$ cat src/rtl/core/gtg_divider.sv
// Restoring divider, one quotient bit per cycle, 50-bit dividend.
`timescale 1ns / 1ps
module gtg_divider (
  input  logic        clk,
  input  logic        rst_n,
  input  logic        start,
  input  logic [49:0] dividend,
  input  logic [30:0] divisor,
  output logic        done,
  output logic [49:0] quotient
);
  logic [49:0] q_r;
  logic [31:0] rem_r;
  logic [5:0]  n_r;
  logic        busy_r, done_r;
  logic [31:0] sh;
  logic [32:0] diff;

  assign sh   = {rem_r[30:0], q_r[49]};
  assign diff = {1'b0, sh} - {2'b0, divisor};

  always_ff @(posedge clk) begin
    if (!rst_n) begin
      busy_r <= 1'b0;
      done_r <= 1'b0;
      n_r    <= '0;
    end else begin
      done_r <= 1'b0;
      if (start) begin
        busy_r <= 1'b1;
        q_r    <= dividend;
        rem_r  <= '0;
        n_r    <= '0;
      end else if (busy_r) begin
        if (!diff[32]) begin
          rem_r <= diff[31:0];
          q_r   <= {q_r[48:0], 1'b1};
        end else begin
          rem_r <= sh;
          q_r   <= {q_r[48:0], 1'b0};
        end
        n_r <= n_r + 1'b1;
        if (n_r == 6'd49) begin
          busy_r <= 1'b0;
          done_r <= 1'b1;
        end
      end
    end
  end

  assign done     = done_r;
  assign quotient = q_r;

  a_done_pulse: assert property (@(posedge clk) disable iff (!rst_n)
    done_r |=> !done_r) else $error("div done held");
  a_done_idle: assert property (@(posedge clk) disable iff (!rst_n)
    done_r |-> !busy_r) else $error("div done while busy");
  a_count_range: assert property (@(posedge clk) disable iff (!rst_n)
    busy_r |-> n_r < 6'd50) else $error("div count out of range");
endmodule

$ cat config.mk
export PLATFORM = sky130hd
export DESIGN_NAME = gtg_divider
export DESIGN_NICKNAME = d
export VERILOG_FILES = /design/src/rtl/core/gtg_divider.sv
export SDC_FILE = /design/constraint.sdc
export NUM_CORES = 1
export LEC_CHECK = 0
export ABC_AREA = 1
export BUFFER_PORTS_ARGS = -buffer_cell sky130_fd_sc_hd__buf_4
export CORE_ASPECT_RATIO = 1.5
export CORE_UTILIZATION = 55
export CTS_CLUSTER_DIAMETER = 120
export DETAILED_ROUTE_END_ITERATION = 12
export PLACE_DENSITY = 0.87
export SETUP_SLACK_MARGIN = 0.5
export SLEW_MARGIN = 25
export SYNTH_ARGS = -nofsm -noshare
export SYNTH_HDL_FRONTEND = slang
export SYNTH_SLANG_ARGS = --single-unit
$ cat constraint.sdc
create_clock -name clk -period 4.5 [get_ports clk]
set_input_delay 0.675 -clock clk [delete_from_list [all_inputs] [get_ports clk]]
set_output_delay 0.675 -clock clk [all_outputs]
set_load 0.05 [all_outputs]
==> metrics.yaml <==
nFillCells: 1027
finalHoldViolCount: 0
drcViolationCount: 0
cts_tree: "built"
leakage_nw: 4.41
syn-num-nets: 1071
fin_nets: 1200
yosys.area_share.simple_pct: 35.8
hold_path.class: "register to register"
crit_fanout: 23
synth_cells: 953
p_sw_share_pct: 35.5
drtIter0Drc: 319
internal_power_mw: 1.73
synth_top_family_by_area: "simple AND/OR/NAND/NOR gates"
syn_area_mm2: 0.00643
die-area_mm2: 0.0121
ys_seq_elements: 89
drtPass1Iterations: 5
wirelength_um: 15800
dp_hpwl_um: 12000
power_per_cell_area_mw_per_mm2: 342
rsz0062_at_grt: "false"
hold_buffers: 0
vias_per_cell: 4.97
drv_slew: 0
tightestPinTransition_ps: 770
period_share_pct: 68.8
critPathSlowestCell: "nand2_1"
regArea_mm2: 0.00259
drv_cap: 0
post_cts_buffers: 0
place_congestion: 0.954
place_worst_setup_slack_ps: 1090
grt_usage_pct: 26.7
p_clk_share_pct: 30.0
slew_headroom_pct: 48.6
multi_input_area_mm2: 0.00306
end_kind: "register"
initial_core_util_pct: 56.1
final_cell_mix: "423 x nand2_1, 175 x inv_1, 138 x buf_4, 81 x edfxtp_1, 79 x nor2_1"
synth.area.mux_share_pct: 0
arrival_ps: 3320
ctsLongestPathBuffers: 2
timing.critical_path.mode_cell: "nand2_1"
synthXorXnorAreaFrac_pct: 1.77
dp.cells: 1221
clkLatencyLatePin_ps: 340
ys_types: 27
grt_pass1_wl_um: 26000
post-route-min-period_ps: 3100
ir_worst_vdd_mv: 0.288
die_y_um: 134
clk_pin_slew_ps: 70
placed_area_mm2: 0.00754
switching_power_uw: 954
synth_compound_area_share_pct: 3.19
grt_pass1_vias: 5944
cp_data_required_time_ps: 4720
synth_adder_area_share_pct: 6.73
fin_cells: 1237
setup_ws_ps: 1400
fmax_mhz: 323
diodes: 0
ios: 135
core-area_mm2: 0.0115
p_seq_share_pct: 38.3
syn_area_per_cell_um2: 6.75
finalSetupTns_ps: 0
via_count: 6151
antenna_found_initial: 0
startpoint_type: "register"
drive_gt1_share_pct: 15.0
finalSetupViolCount: 0
cts_resized: 0
path_cells: "inv_1 -> ha_1 -> fa_1 -> inv_1 -> nand3_1 -> nand3_2 -> nand2_1 -> nand2_1 -> nand2_1 -> nand2_1 -> nand2_1 -> nand2_2 -> nand2_1 -> nand2_1 -> nand2_1 -> inv_1"
ys_warn_count: 0
die_x_um: 90.3
yosysSeqAreaShare_pct: 40.3
clock-root-buffer: "clkbuf_16"
cp_slowest_stage_delay_ps: 520
grt_max_degree: 54
worstSetupPathType: "register to register"
gr-total-overflow: 0
cts_num_sinks: 89
row_count: 48
io_buffers: 134
cts_made_buffers: 9
status: "complete, no violations"
final_cell_area_mm2: 0.00786
avgRoutedWirePerCell_um: 12.8
combinationalPowerShare_pct: 31.7
final_common_cell: "nand2_1"
detail-route-antenna-nets: 0
fin_skew_ps: 7.66
area_growth_syn_to_layout_pct: 22.2
cts_max_level: 3
## kinds of logic (layout without fill, tap and decap cells)
kind of cell    Yosys count  count (layout)
simple gates            579             579
buf+inv                 199             333
flops                    89              89
compound gates           39              39
fa+ha+maj                34              34
xor+xnor                 13              13
## metrics by stage
stage               power [mW]  hold WS, ps  util, %
global placement          1.88          510     65.8
global route              2.83          570     68.5
detailed placement        1.89          519     65.8
CTS                       2.69          534     68.5
finish                    2.69          535     68.5
floorplan                 1.66          484        -
## power groups by stage
stage	registers, mW	clock network (mW)	logic, mW
global route	1.04	0.845	0.950
global placement	1.05	0	0.831
CTS	1.03	0.812	0.849
floorplan	1.14	0	0.519
detailed placement	1.05	0	0.844
finish	1.03	0.805	0.852
## final timing paths
check	from	to	slack, ps	cells after the start
min	n_r[0]$_SDFFE_PP0P_	n_r[0]$_SDFFE_PP0P_	530	2
max reg2reg	quotient[49]$_DFFE_PP_	rem_r[26]$_SDFFCE_PP0P_	1400	16
min reg2reg	n_r[0]$_SDFFE_PP0P_	n_r[0]$_SDFFE_PP0P_	530	2
max	quotient[49]$_DFFE_PP_	rem_r[26]$_SDFFCE_PP0P_	1400	16
## state kept, by name, indices dropped and copies added, names as in the netlist
register	flops
rem_r	31
busy_r	1
n_r	6
done	1
quotient	50
## layout make-up
cell class | count | share of cell area (%)
Clock buffer | 9 | 2.86
Clock inverter | 7 | 1.18
Inverter | 179 | 8.56
Multi-Input combinational cell | 665 | 38.9
Sequential cell | 89 | 33.0
Tap cell | 150 | 2.39
Timing Repair Buffer | 138 | 13.2
## routing by layer
metal / vias up / global-route usage, % / routed length [µm] / share of wire, %
li1: 3179 / - / - / -
met1: 2739 / 29.6 / 6210 / 39
met2: 189 / 48.8 / 8070 / 51
met3: 44 / 4.95 / 817 / 5.2
met4: 0 / 13.1 / 704 / 4.5
met5: - / 0 / 0 / 0
## worst max-delay path, delay by kind of cell (launching register included)
kind / cells / cell delay [ps]
buf+inv: 3 / 220
flops: 1 / 400
fa+ha+maj: 2 / 620
simple gates: 11 / 1750
## Yosys cell counts (all sizes together)
cell type | instances | area share [%]
nand3 | 54 | 4.3
nand2 | 425 | 25
a21oi | 19 | 1.5
xor2 | 10 | 1.4
a211oi | 1 | 0.12
edfxtp | 81 | 38
inv | 179 | 10
o21bai | 3 | 0.35
and2 | 1 | 0.097
clkbuf | 13 | 0.76
ha | 33 | 6.4
nor2 | 81 | 4.9
xnor2 | 3 | 0.41
nand4 | 6 | 0.58
nor3 | 8 | 0.62
fa | 1 | 0.31
buf | 7 | 1.0
o21ai | 16 | 1.2
dfxtp | 8 | 2.5
nor3b | 4 | 0.47
Power figures use the tool's default switching activity.
