--- src/rtl/core/gtg_pkg.sv ---
// Shared types and constants for the go-to-goal heading controller.
`timescale 1ns / 1ps
package gtg_pkg;

  localparam int unsigned CW = 40;   // CORDIC datapath width
  localparam logic [31:0] KINV_Q30 = 32'd652032874;
  localparam logic [30:0] PI_Q29   = 31'd1686629713;

  typedef enum logic [2:0] {
    REG_MAX_LIN   = 3'd0,
    REG_MAX_ANG   = 3'd1,
    REG_GAIN      = 3'd2,
    REG_ALIGN     = 3'd3,
    REG_TOL       = 3'd4
  } reg_idx_t;

  typedef struct packed {
    logic start;
    logic busy;
    logic done;
  } cord_ctl_t;

  function automatic logic [31:0] atan_entry(input logic [4:0] i);
    logic [31:0] r;
    begin
      case (i)
        5'd0:  r = 32'h20000000;
        5'd1:  r = 32'h12E4051E;
        5'd2:  r = 32'h09FB385B;
        5'd3:  r = 32'h051111D4;
        5'd4:  r = 32'h028B0D43;
        5'd5:  r = 32'h0145D7E1;
        5'd6:  r = 32'h00A2F61E;
        5'd7:  r = 32'h00517C55;
        5'd8:  r = 32'h0028BE53;
        5'd9:  r = 32'h00145F2F;
        5'd10: r = 32'h000A2F98;
        5'd11: r = 32'h000517CC;
        5'd12: r = 32'h00028BE6;
        5'd13: r = 32'h000145F3;
        5'd14: r = 32'h0000A2F9;
        5'd15: r = 32'h0000517C;
        5'd16: r = 32'h000028BE;
        5'd17: r = 32'h0000145F;
        5'd18: r = 32'h00000A2F;
        5'd19: r = 32'h00000517;
        5'd20: r = 32'h0000028B;
        5'd21: r = 32'h00000145;
        5'd22: r = 32'h000000A2;
        5'd23: r = 32'h00000051;
        default: r = 32'h0;
      endcase
      return r;
    end
  endfunction

endpackage

--- src/rtl/core/gtg_cordic.sv ---
// Iterative vectoring CORDIC: one micro-rotation per cycle.
`timescale 1ns / 1ps
module gtg_cordic import gtg_pkg::*; #(
  parameter int unsigned STEPS = 16
) (
  input  logic                 clk,
  input  logic                 rst_n,
  input  logic                 start,
  input  logic signed [CW-1:0] x_in,
  input  logic signed [CW-1:0] y_in,
  output logic                 done,
  output logic [CW-1:0]        mag_raw,
  output logic [31:0]          angle
);
  localparam int unsigned IW = $clog2(STEPS + 1);

  logic signed [CW-1:0] x_r, y_r;
  logic [31:0]          z_r;
  logic [IW-1:0]        i_r;
  logic                 busy_r, done_r;
  logic signed [CW-1:0] xs, ys;
  logic [31:0]          at;

  assign xs = x_r >>> i_r;
  assign ys = y_r >>> i_r;
  assign at = atan_entry(5'(i_r));

  always_ff @(posedge clk) begin
    if (!rst_n) begin
      busy_r <= 1'b0;
      done_r <= 1'b0;
      i_r    <= '0;
    end else begin
      done_r <= 1'b0;
      if (start) begin
        busy_r <= 1'b1;
        i_r    <= '0;
        if (x_in < 0) begin
          x_r <= -x_in;
          y_r <= -y_in;
          z_r <= 32'h80000000;
        end else begin
          x_r <= x_in;
          y_r <= y_in;
          z_r <= '0;
        end
      end else if (busy_r) begin
        if (y_r > 0) begin
          x_r <= x_r + ys;
          y_r <= y_r - xs;
          z_r <= z_r + at;
        end else begin
          x_r <= x_r - ys;
          y_r <= y_r + xs;
          z_r <= z_r - at;
        end
        i_r <= i_r + 1'b1;
        if (i_r == IW'(STEPS - 1)) begin
          busy_r <= 1'b0;
          done_r <= 1'b1;
        end
      end
    end
  end

  assign done    = done_r;
  assign mag_raw = x_r;
  assign angle   = z_r;

  a_done_idle: assert property (@(posedge clk) disable iff (!rst_n)
    done_r |-> !busy_r) else $error("cordic done while busy");
  a_step_range: assert property (@(posedge clk) disable iff (!rst_n)
    busy_r |-> i_r < IW'(STEPS)) else $error("cordic step out of range");
  a_done_pulse: assert property (@(posedge clk) disable iff (!rst_n)
    done_r |=> !done_r) else $error("done held");
endmodule

--- config.mk ---
export PLATFORM = sky130hd
export DESIGN_NAME = gtg_cordic
export DESIGN_NICKNAME = d
export VERILOG_FILES = /design/src/rtl/core/gtg_pkg.sv /design/src/rtl/core/gtg_cordic.sv
export SDC_FILE = /design/constraint.sdc
export NUM_CORES = 1
export LEC_CHECK = 0
export ABC_AREA = 1
export BUFFER_PORTS_ARGS = -buffer_cell sky130_fd_sc_hd__buf_2
export CELL_PAD_IN_SITES_DETAIL_PLACEMENT = 1
export CELL_PAD_IN_SITES_GLOBAL_PLACEMENT = 1
export CORE_ASPECT_RATIO = 0.6
export CORE_UTILIZATION = 44
export DETAILED_ROUTE_END_ITERATION = 7
export MAX_ROUTING_LAYER = met4
export PLACE_DENSITY_LB_ADDON = 0.05
export SYNTH_ARGS = -nofsm -noshare
export SYNTH_HDL_FRONTEND = slang
export SYNTH_SLANG_ARGS = --single-unit
--- constraint.sdc ---
create_clock -name clk -period 9.4 [get_ports clk]
set_input_delay 0.94 -clock clk [delete_from_list [all_inputs] [get_ports clk]]
set_output_delay 0.94 -clock clk [all_outputs]
set_load 0.03 [all_outputs]
==> run_results.csv, run 1 <==
group,metric,value,unit
clock_network,cts_hold_buf,0,
yosys,netlist_instances,3792,
yosys,synth_area,22000,sq um
sta,rsz0062_at_grt,"no",
clock_network,cts_root_buf,"clkbuf_16",
worst_setup_path,start_kind,"register",
worst_setup_path,critPathTopFamily,"compound AO/OA/AOI/OAI gates",
worst_setup_path,slowest_delay,880,ps
yosys,ys_types,59,
yosys,synth_edf_count,112,
sta,setup_tns,0,ps
flow_run,max_cap_viol_count,0,
worst_setup_path,cp_slowest_cell,"o21ai_0",
route,drtAntennaViolNets,0,
floorplanning,ios,156,
route,first_pass_iters,5,
yosys,synth_nets,4005,
route,wire_per_inst,24.4,microns
yosys,ys_seq_area_share,18.6,%
yosys,ys_seq_elements,149,
global_routing,grt.overflow.total,0,
clock_network,clk_latency,490,ps
clock_network,cts_buffer_depth,2,
layout,area_growth,7.53,%
route,drc_errors,0,
worst_setup_path,critPathLaunch,"i_r[0]$_SDFFE_PP0P_",
clock_network,cts_made_buffers,17,
global_routing,antenna_found_initial,6,
sta,slew_violations,0,
sta,relSlewSlack,26.6,%
floorplanning,placementRows,63,
sta,clock_skew,19.5,ps
clock_network,post_cts_buffers,0,
run_status,outcome,"complete, no violations",
worst_setup_path,crit_top_cell,"nand2_1",
yosys,ys_warn_count,0,
sta,final_hold_viol_count,0,
pwr,powerDensity,211,nW/um^2
route,viasPerCell,6.27,
floorplanning,die_width,291,microns
clock_network,cts_resized,0,
global_routing,grt_usage,43.5,%
yosys,ys.flop_type,"edfxtp_1",
global_routing,grt_max_degree,84,
route,vias,28300,
route,drt_iter0_drc,3293,
pwr,irDropWorstVdd,137,uV
sta,setup_viol_count_final,0,
worst_setup_path,r2r_setup_slack,1730,ps
global_routing,grt_pass1_wl,165000,microns
clock_network,clock-sinks,149,
worst_setup_path,cp.required,9600,ps
worst_setup_path,r2r-end,"mag_raw[32]$_DFFE_PP_",
floorplanning,coreArea,49400,sq um
placement,routabilityCongestion,1.11,
layout,fin_area,23700,sq um
worst_setup_path,reg2reg_depth,28,
floorplanning,die-area,51000,sq um
placement,place_area,23100,sq um
placement,hpwlAfterDp,89400,microns
hold_path,hp-class,"reg2reg",
worst_setup_path,crit_buf_inv,3,
global_routing,grt_pass1_vias,26800,
layout,fin_nets,4058,
placement,port_buffers,155,
sta,finalCritPeriodShare,81.6,%
sta,fmax,130,MHz
worst_setup_path,worst_ep_arrival_time,7870,ps
worst_setup_path,path_class,"reg2reg",
worst_setup_path,r2r_start,"i_r[0]$_SDFFE_PP0P_",
worst_setup_path,cp_max_fo,60,
yosys,avgSynthCellArea,5.81,sq um
layout,layout-drive-gt1-share,7.49,%
floorplanning,start_util,44.6,%
floorplanning,die_h,175,microns
yosys,synthArstFlopShare,0,%
worst_setup_path,endpoint_kind,"register",
clock_network,htreeDepth,4,
sta,fin_crit,7670,ps
pwr,p_leak,11.3,nW
clock_network,clk_pin_slew,80,ps
worst_setup_path,crit_cells,28,
worst_setup_path,crit_end,"mag_raw[32]$_DFFE_PP_",
route,wl,110000,microns
sta,tightest_slew,1090,ps
clock_network,cts_tree,"built",
-- synthesized netlist by cell type (10+ instances only) --
cell type | instances | area, sq um
a21boi_0 | 10 | 75.1
a21o_1 | 10 | 75.1
a21oi_1 | 278 | 1390
a31oi_1 | 33 | 206
buf_1 | 32 | 120
buf_2 | 41 | 205
buf_6 | 13 | 146
clkbuf_1 | 52 | 195
dfxtp_1 | 37 | 741
edfxtp_1 | 112 | 3360
ha_1 | 127 | 1590
inv_1 | 352 | 1320
inv_2 | 11 | 41.3
nand2_1 | 1102 | 4140
nand3_1 | 488 | 2440
nand3b_1 | 14 | 105
nand4_1 | 34 | 213
nor2_1 | 393 | 1480
nor2_2 | 12 | 75.1
nor3_1 | 63 | 315
nor4_1 | 16 | 100
o211ai_1 | 14 | 105
o21a_1 | 20 | 150
o21ai_0 | 250 | 1250
o21ai_1 | 32 | 160
o21ai_2 | 13 | 114
o21bai_1 | 10 | 75.1
o22ai_1 | 21 | 131
or2_2 | 14 | 87.6
xnor2_1 | 43 | 377
xor2_1 | 64 | 561
-- worst min-delay path by stage --
stage | from | end | cells past startpoint
finish | busy_r$_SDFF_PN0_ | done$_SDFF_PP0_ | 2
floorplan | busy_r$_SDFF_PN0_ | done$_SDFF_PP0_ | 3
global route | busy_r$_SDFF_PN0_ | done$_SDFF_PP0_ | 2
detailed placement | busy_r$_SDFF_PN0_ | done$_SDFF_PP0_ | 2
CTS | busy_r$_SDFF_PN0_ | done$_SDFF_PP0_ | 2
global placement | busy_r$_SDFF_PN0_ | done$_SDFF_PP0_ | 2
-- worst min-delay path, stage by stage (launching register included) --
cell	delay (ps)
dfxtp_1	380
inv_1	170
nor3_1	80
-- cell usage in the layout, fill, tap and decap left out, drive strengths merged, types with 7 or more instances in the layout --
master,synthesis,final
a21oi,283,283
or2,18,18
nor3,67,67
o21ai,295,295
nor4,16,16
buf,90,176
nand3,491,491
nand4,34,34
ha,127,127
nand3b,14,14
nor2,407,407
edfxtp,112,112
a21boi,11,11
nand2,1109,1109
o21a,20,20
clkbuf,52,20
xor2,64,64
o211ai,14,14
dfxtp,37,37
and2,9,9
o221ai,7,7
o21bai,10,10
xnor2,43,43
a31oi,33,33
o22ai,21,21
a21o,10,10
inv,364,371
-- power by group --
part / switching (mW) / internal [mW] / total (mW) / leakage (nW)
sequential: 0.175 / 0.847 / 1.02 / 1.38
clock: 0.344 / 0.357 / 0.701 / 0.277
combinational: 2.33 / 0.950 / 3.29 / 9.67
total: 2.85 / 2.16 / 5.01 / 11.3
-- flip-flops by register name (all words and copies together), names as in the netlist --
name / cells
busy_r: 1
done: 1
mag_raw: 40
i_r: 5
y_r: 40
angle: 32
at: 30
-- metrics by stage --
step	setup slack [ps]	total power [mW]	cells	util (%)	hold WS [ps]
CTS	2190	4.85	4507	47.9	674
global route	1610	5.27	4513	47.9	713
floorplan	2130	3.04	3792	-	618
finish	1730	5.01	4514	47.9	682
global placement	2180	4.03	4475	46.8	635
detailed placement	2240	4.13	4475	46.8	659
-- cell type report --
cell class	instances	area [sq um]
fillers	7069	25700
multi-input cells	3136	15900
flip-flops and latches	149	4110
inverters	365	1370
repair buffers	176	948
well taps	650	813
clock buffers	20	458
clock inverters	12	87.6
diodes	6	15.0
-- metal layers --
metal | part of all wire (%) | track usage [%]
met1 | 46 | 62.0
met2 | 40 | 59.2
met3 | 12 | 12.2
met4 | 2.4 | 10.8
met5 | 0 | -
-- cell families (layout without fill, tap and decap cells) --
family / count (synthesis) / in the layout / share of synthesized area (%)
AND/OR/NAND/NOR: 2172 / 2172 / 41.8
other: 0 / 6 / 0
flip-flops: 149 / 149 / 18.6
XOR/XNOR: 107 / 107 / 4.25
adder cells (fa/ha/maj): 130 / 130 / 7.48
buffers and inverters: 507 / 573 / 9.39
AO/OA/AOI/OAI: 725 / 725 / 18.3
multiplexers: 2 / 2 / 0.0909
Note: power is estimated with default switching activity, not from simulation.
==> inputs of run 2 (changes only) <==
==> constraint.sdc (replaced) <==
create_clock -name clk -period 7.95 [get_ports clk]
set_input_delay 0.795 -clock clk [delete_from_list [all_inputs] [get_ports clk]]
set_output_delay 0.795 -clock clk [all_outputs]
set_load 0.03 [all_outputs]
==> run 2 against run 1 <==
  * Flip-flop and latch count did not move
  * Die area unchanged
  * Final cell count barely moved
  * Via count is 0.24% higher
  * Clock power grew 24%
  * Worst hold slack gained 2.8 ps
  * Clock skew rose by 8.7 ps
  * Critical endpoint is now mag_raw[34]$_DFFE_PP_
==> run_results.csv, run 2 (same netlist as run 1, synthesis figures left out) <==
group,metric,value,unit
layout,final_cell_mix,"1102 x nand2_1, 488 x nand3_1, 393 x nor2_1",
worst_setup_path,crit_top_cell,"nand2_1",
worst_setup_path,r2r_start,"i_r[0]$_SDFFE_PP0P_",
floorplanning,die_h,175,microns
layout,multi_input_area,15900,sq um
route,wire_per_inst,24.4,microns
clock_network,cts_made_buffers,17,
clock_network,htreeDepth,4,
clock_network,cts_resized,0,
layout,fin_nets,4059,
worst_setup_path,cp_max_fo,79,
worst_setup_path,start_kind,"register",
worst_setup_path,worst_ep_arrival_time,7290,ps
sta,setup_tns,0,ps
route,drt_iter0_drc,3777,
global_routing,grt.overflow.total,0,
worst_setup_path,slowest_delay,730,ps
sta,clock_skew,28.2,ps
route,first_pass_iters,5,
pwr,switching_share,56.6,%
floorplanning,coreArea,49400,sq um
placement,port_buffers,155,
sta,slew_violations,0,
sta,final_hold_viol_count,0,
route,drc_errors,0,
pwr,powerDensity,252,nW/um^2
route,drtAntennaViolNets,0,
floorplanning,start_util,44.6,%
route,viasPerCell,6.28,
floorplanning,die-area,51000,sq um
run_status,outcome,"complete, no violations",
flow_run,max_cap_viol_count,0,
sta,tightest_slew,1110,ps
clock_network,cts_hold_buf,0,
worst_setup_path,cp_slowest_cell,"buf_4",
hold_path,min_path_cells,2,
global_routing,antenna_found_initial,7,
pwr,pwr-share-seq,20.4,%
worst_setup_path,reg2reg_depth,29,
sta,setup_viol_count_final,0,
worst_setup_path,r2r_setup_slack,870,ps
pwr,irDropWorstVdd,181,uV
clock_network,clk_pin_slew,80,ps
layout,area_growth,7.73,%
worst_setup_path,cp.required,8160,ps
floorplanning,ios,156,
route,wl,110000,microns
pwr,p_sw,3.38,mW
clock_network,clk_latency,500,ps
placement,hpwlAfterDp,89600,microns
worst_setup_path,r2r-end,"mag_raw[34]$_DFFE_PP_",
hold_path,min_from,"busy_r$_SDFF_PN0_",
layout,layout-drive-gt1-share,7.57,%
clock_network,cts_buffer_depth,2,
clock_network,post_cts_buffers,0,
worst_setup_path,endpoint_kind,"register",
clock_network,cts_tree,"built",
sta,fmax,141,MHz
sta,fin_crit,7080,ps
hold_path,hp-class,"reg2reg",
clock_network,clock-sinks,149,
hold_path,whs_endpoint,"done$_SDFF_PP0_",
pwr,total_power,5.98,mW
pwr,combPwrFrac,65.1,%
floorplanning,die_width,291,microns
clock_network,cts_root_buf,"clkbuf_16",
sta,rsz0062_at_grt,"no",
layout,layout_commonest_cell,"nand2_1",
layout,register_area,4110,sq um
placement,routabilityCongestion,1.16,
pwr,clkPwrFrac,14.5,%
floorplanning,placementRows,63,
sta,relSlewSlack,25.8,%
pwr,p_leak,11.4,nW
layout,fillers,7127,
layout,stdcell_count,4515,
placement,dp.cells,4477,
pwr,power.internal,2.60,mW
global_routing,grt_pass1_wl,165000,microns
global_routing,grt_pass1_vias,26800,
sta,finalCritPeriodShare,89.1,%
global_routing,grt_usage,43.2,%
worst_setup_path,path_class,"reg2reg",
global_routing,grt_max_degree,83,
route,vias,28400,
## run 2: cell types whose count changed in the layout (fill, tap and decap cells not counted)
cell / before / now
clkinv_2: 5 / 2
buf_4: 21 / 23
clkbuf_1: 2 / 0
clkbuf_16: 18 / 20
inv_4: 3 / 5
inv_6: 5 / 3
buf_12: 1 / 0
clkbuf_2: 0 / 1
clkbuf_8: 0 / 1
clkinv_4: 0 / 1
## run 2: per-stage QoR
stage	hold slack [ps]	worst slack, ps	cell area (sq um)	util (%)
2_1_floorplan	618	827	22000	-
3_3_place_gp	648	1600	23100	46.8
3_5_place_dp	660	1350	23100	46.8
4_1_cts	678	1330	23700	48.0
5_1_grt	721	623	23700	48.0
6_report	685	867	23700	48.0
## run 2: per-layer routing
metal,part of all wire [%],track usage (%),wire length [microns],vias up
met3,12,11.0,13100,190
met2,40,59.8,43800,1564
met4,2.7,11.6,3030,0
met1,46,61.4,50300,13700
li1,-,-,-,12900
met5,0,-,0,-
## run 2: cell type report
type / instances / area share, %
multi-input combinational: 3136 / 66.9
sequential: 149 / 17.3
inverter: 365 / 5.79
timing repair buffer: 177 / 3.97
tap: 650 / 3.43
clock buffer: 22 / 2.19
clock inverter: 10 / 0.321
antenna: 6 / 0.0632
## run 2: worst max-delay path, delay by kind of cell (launching register included)
family / cells / cell delay (ps)
simple gates: 20 / 2820
compound gates: 6 / 1830
fa+ha+maj: 2 / 810
buf+inv: 1 / 730
flops: 1 / 630
## run 2: worst max-delay path by stage
stage,startpoint,slack [ps],end,cells past startpoint
after floorplan,start,830,angle[0]$_SDFFCE_PP0P_,3
after global placement,i_r[0]$_SDFFE_PP0P_,1600,mag_raw[32]$_DFFE_PP_,27
after detailed placement,i_r[0]$_SDFFE_PP0P_,1350,mag_raw[34]$_DFFE_PP_,29
after CTS,i_r[0]$_SDFFE_PP0P_,1330,mag_raw[34]$_DFFE_PP_,29
after global routing,i_r[0]$_SDFFE_PP0P_,620,mag_raw[34]$_DFFE_PP_,29
final,i_r[0]$_SDFFE_PP0P_,870,mag_raw[34]$_DFFE_PP_,29
## run 2: power by group through the flow
stage	Clock, mW	Sequential [mW]	Combinational (mW)
after floorplan	0	1.21	2.38
after global placement	0	1.21	3.56
after detailed placement	0	1.21	3.68
after CTS	0.871	1.20	3.72
after global routing	0.893	1.21	4.18
final	0.869	1.22	3.89
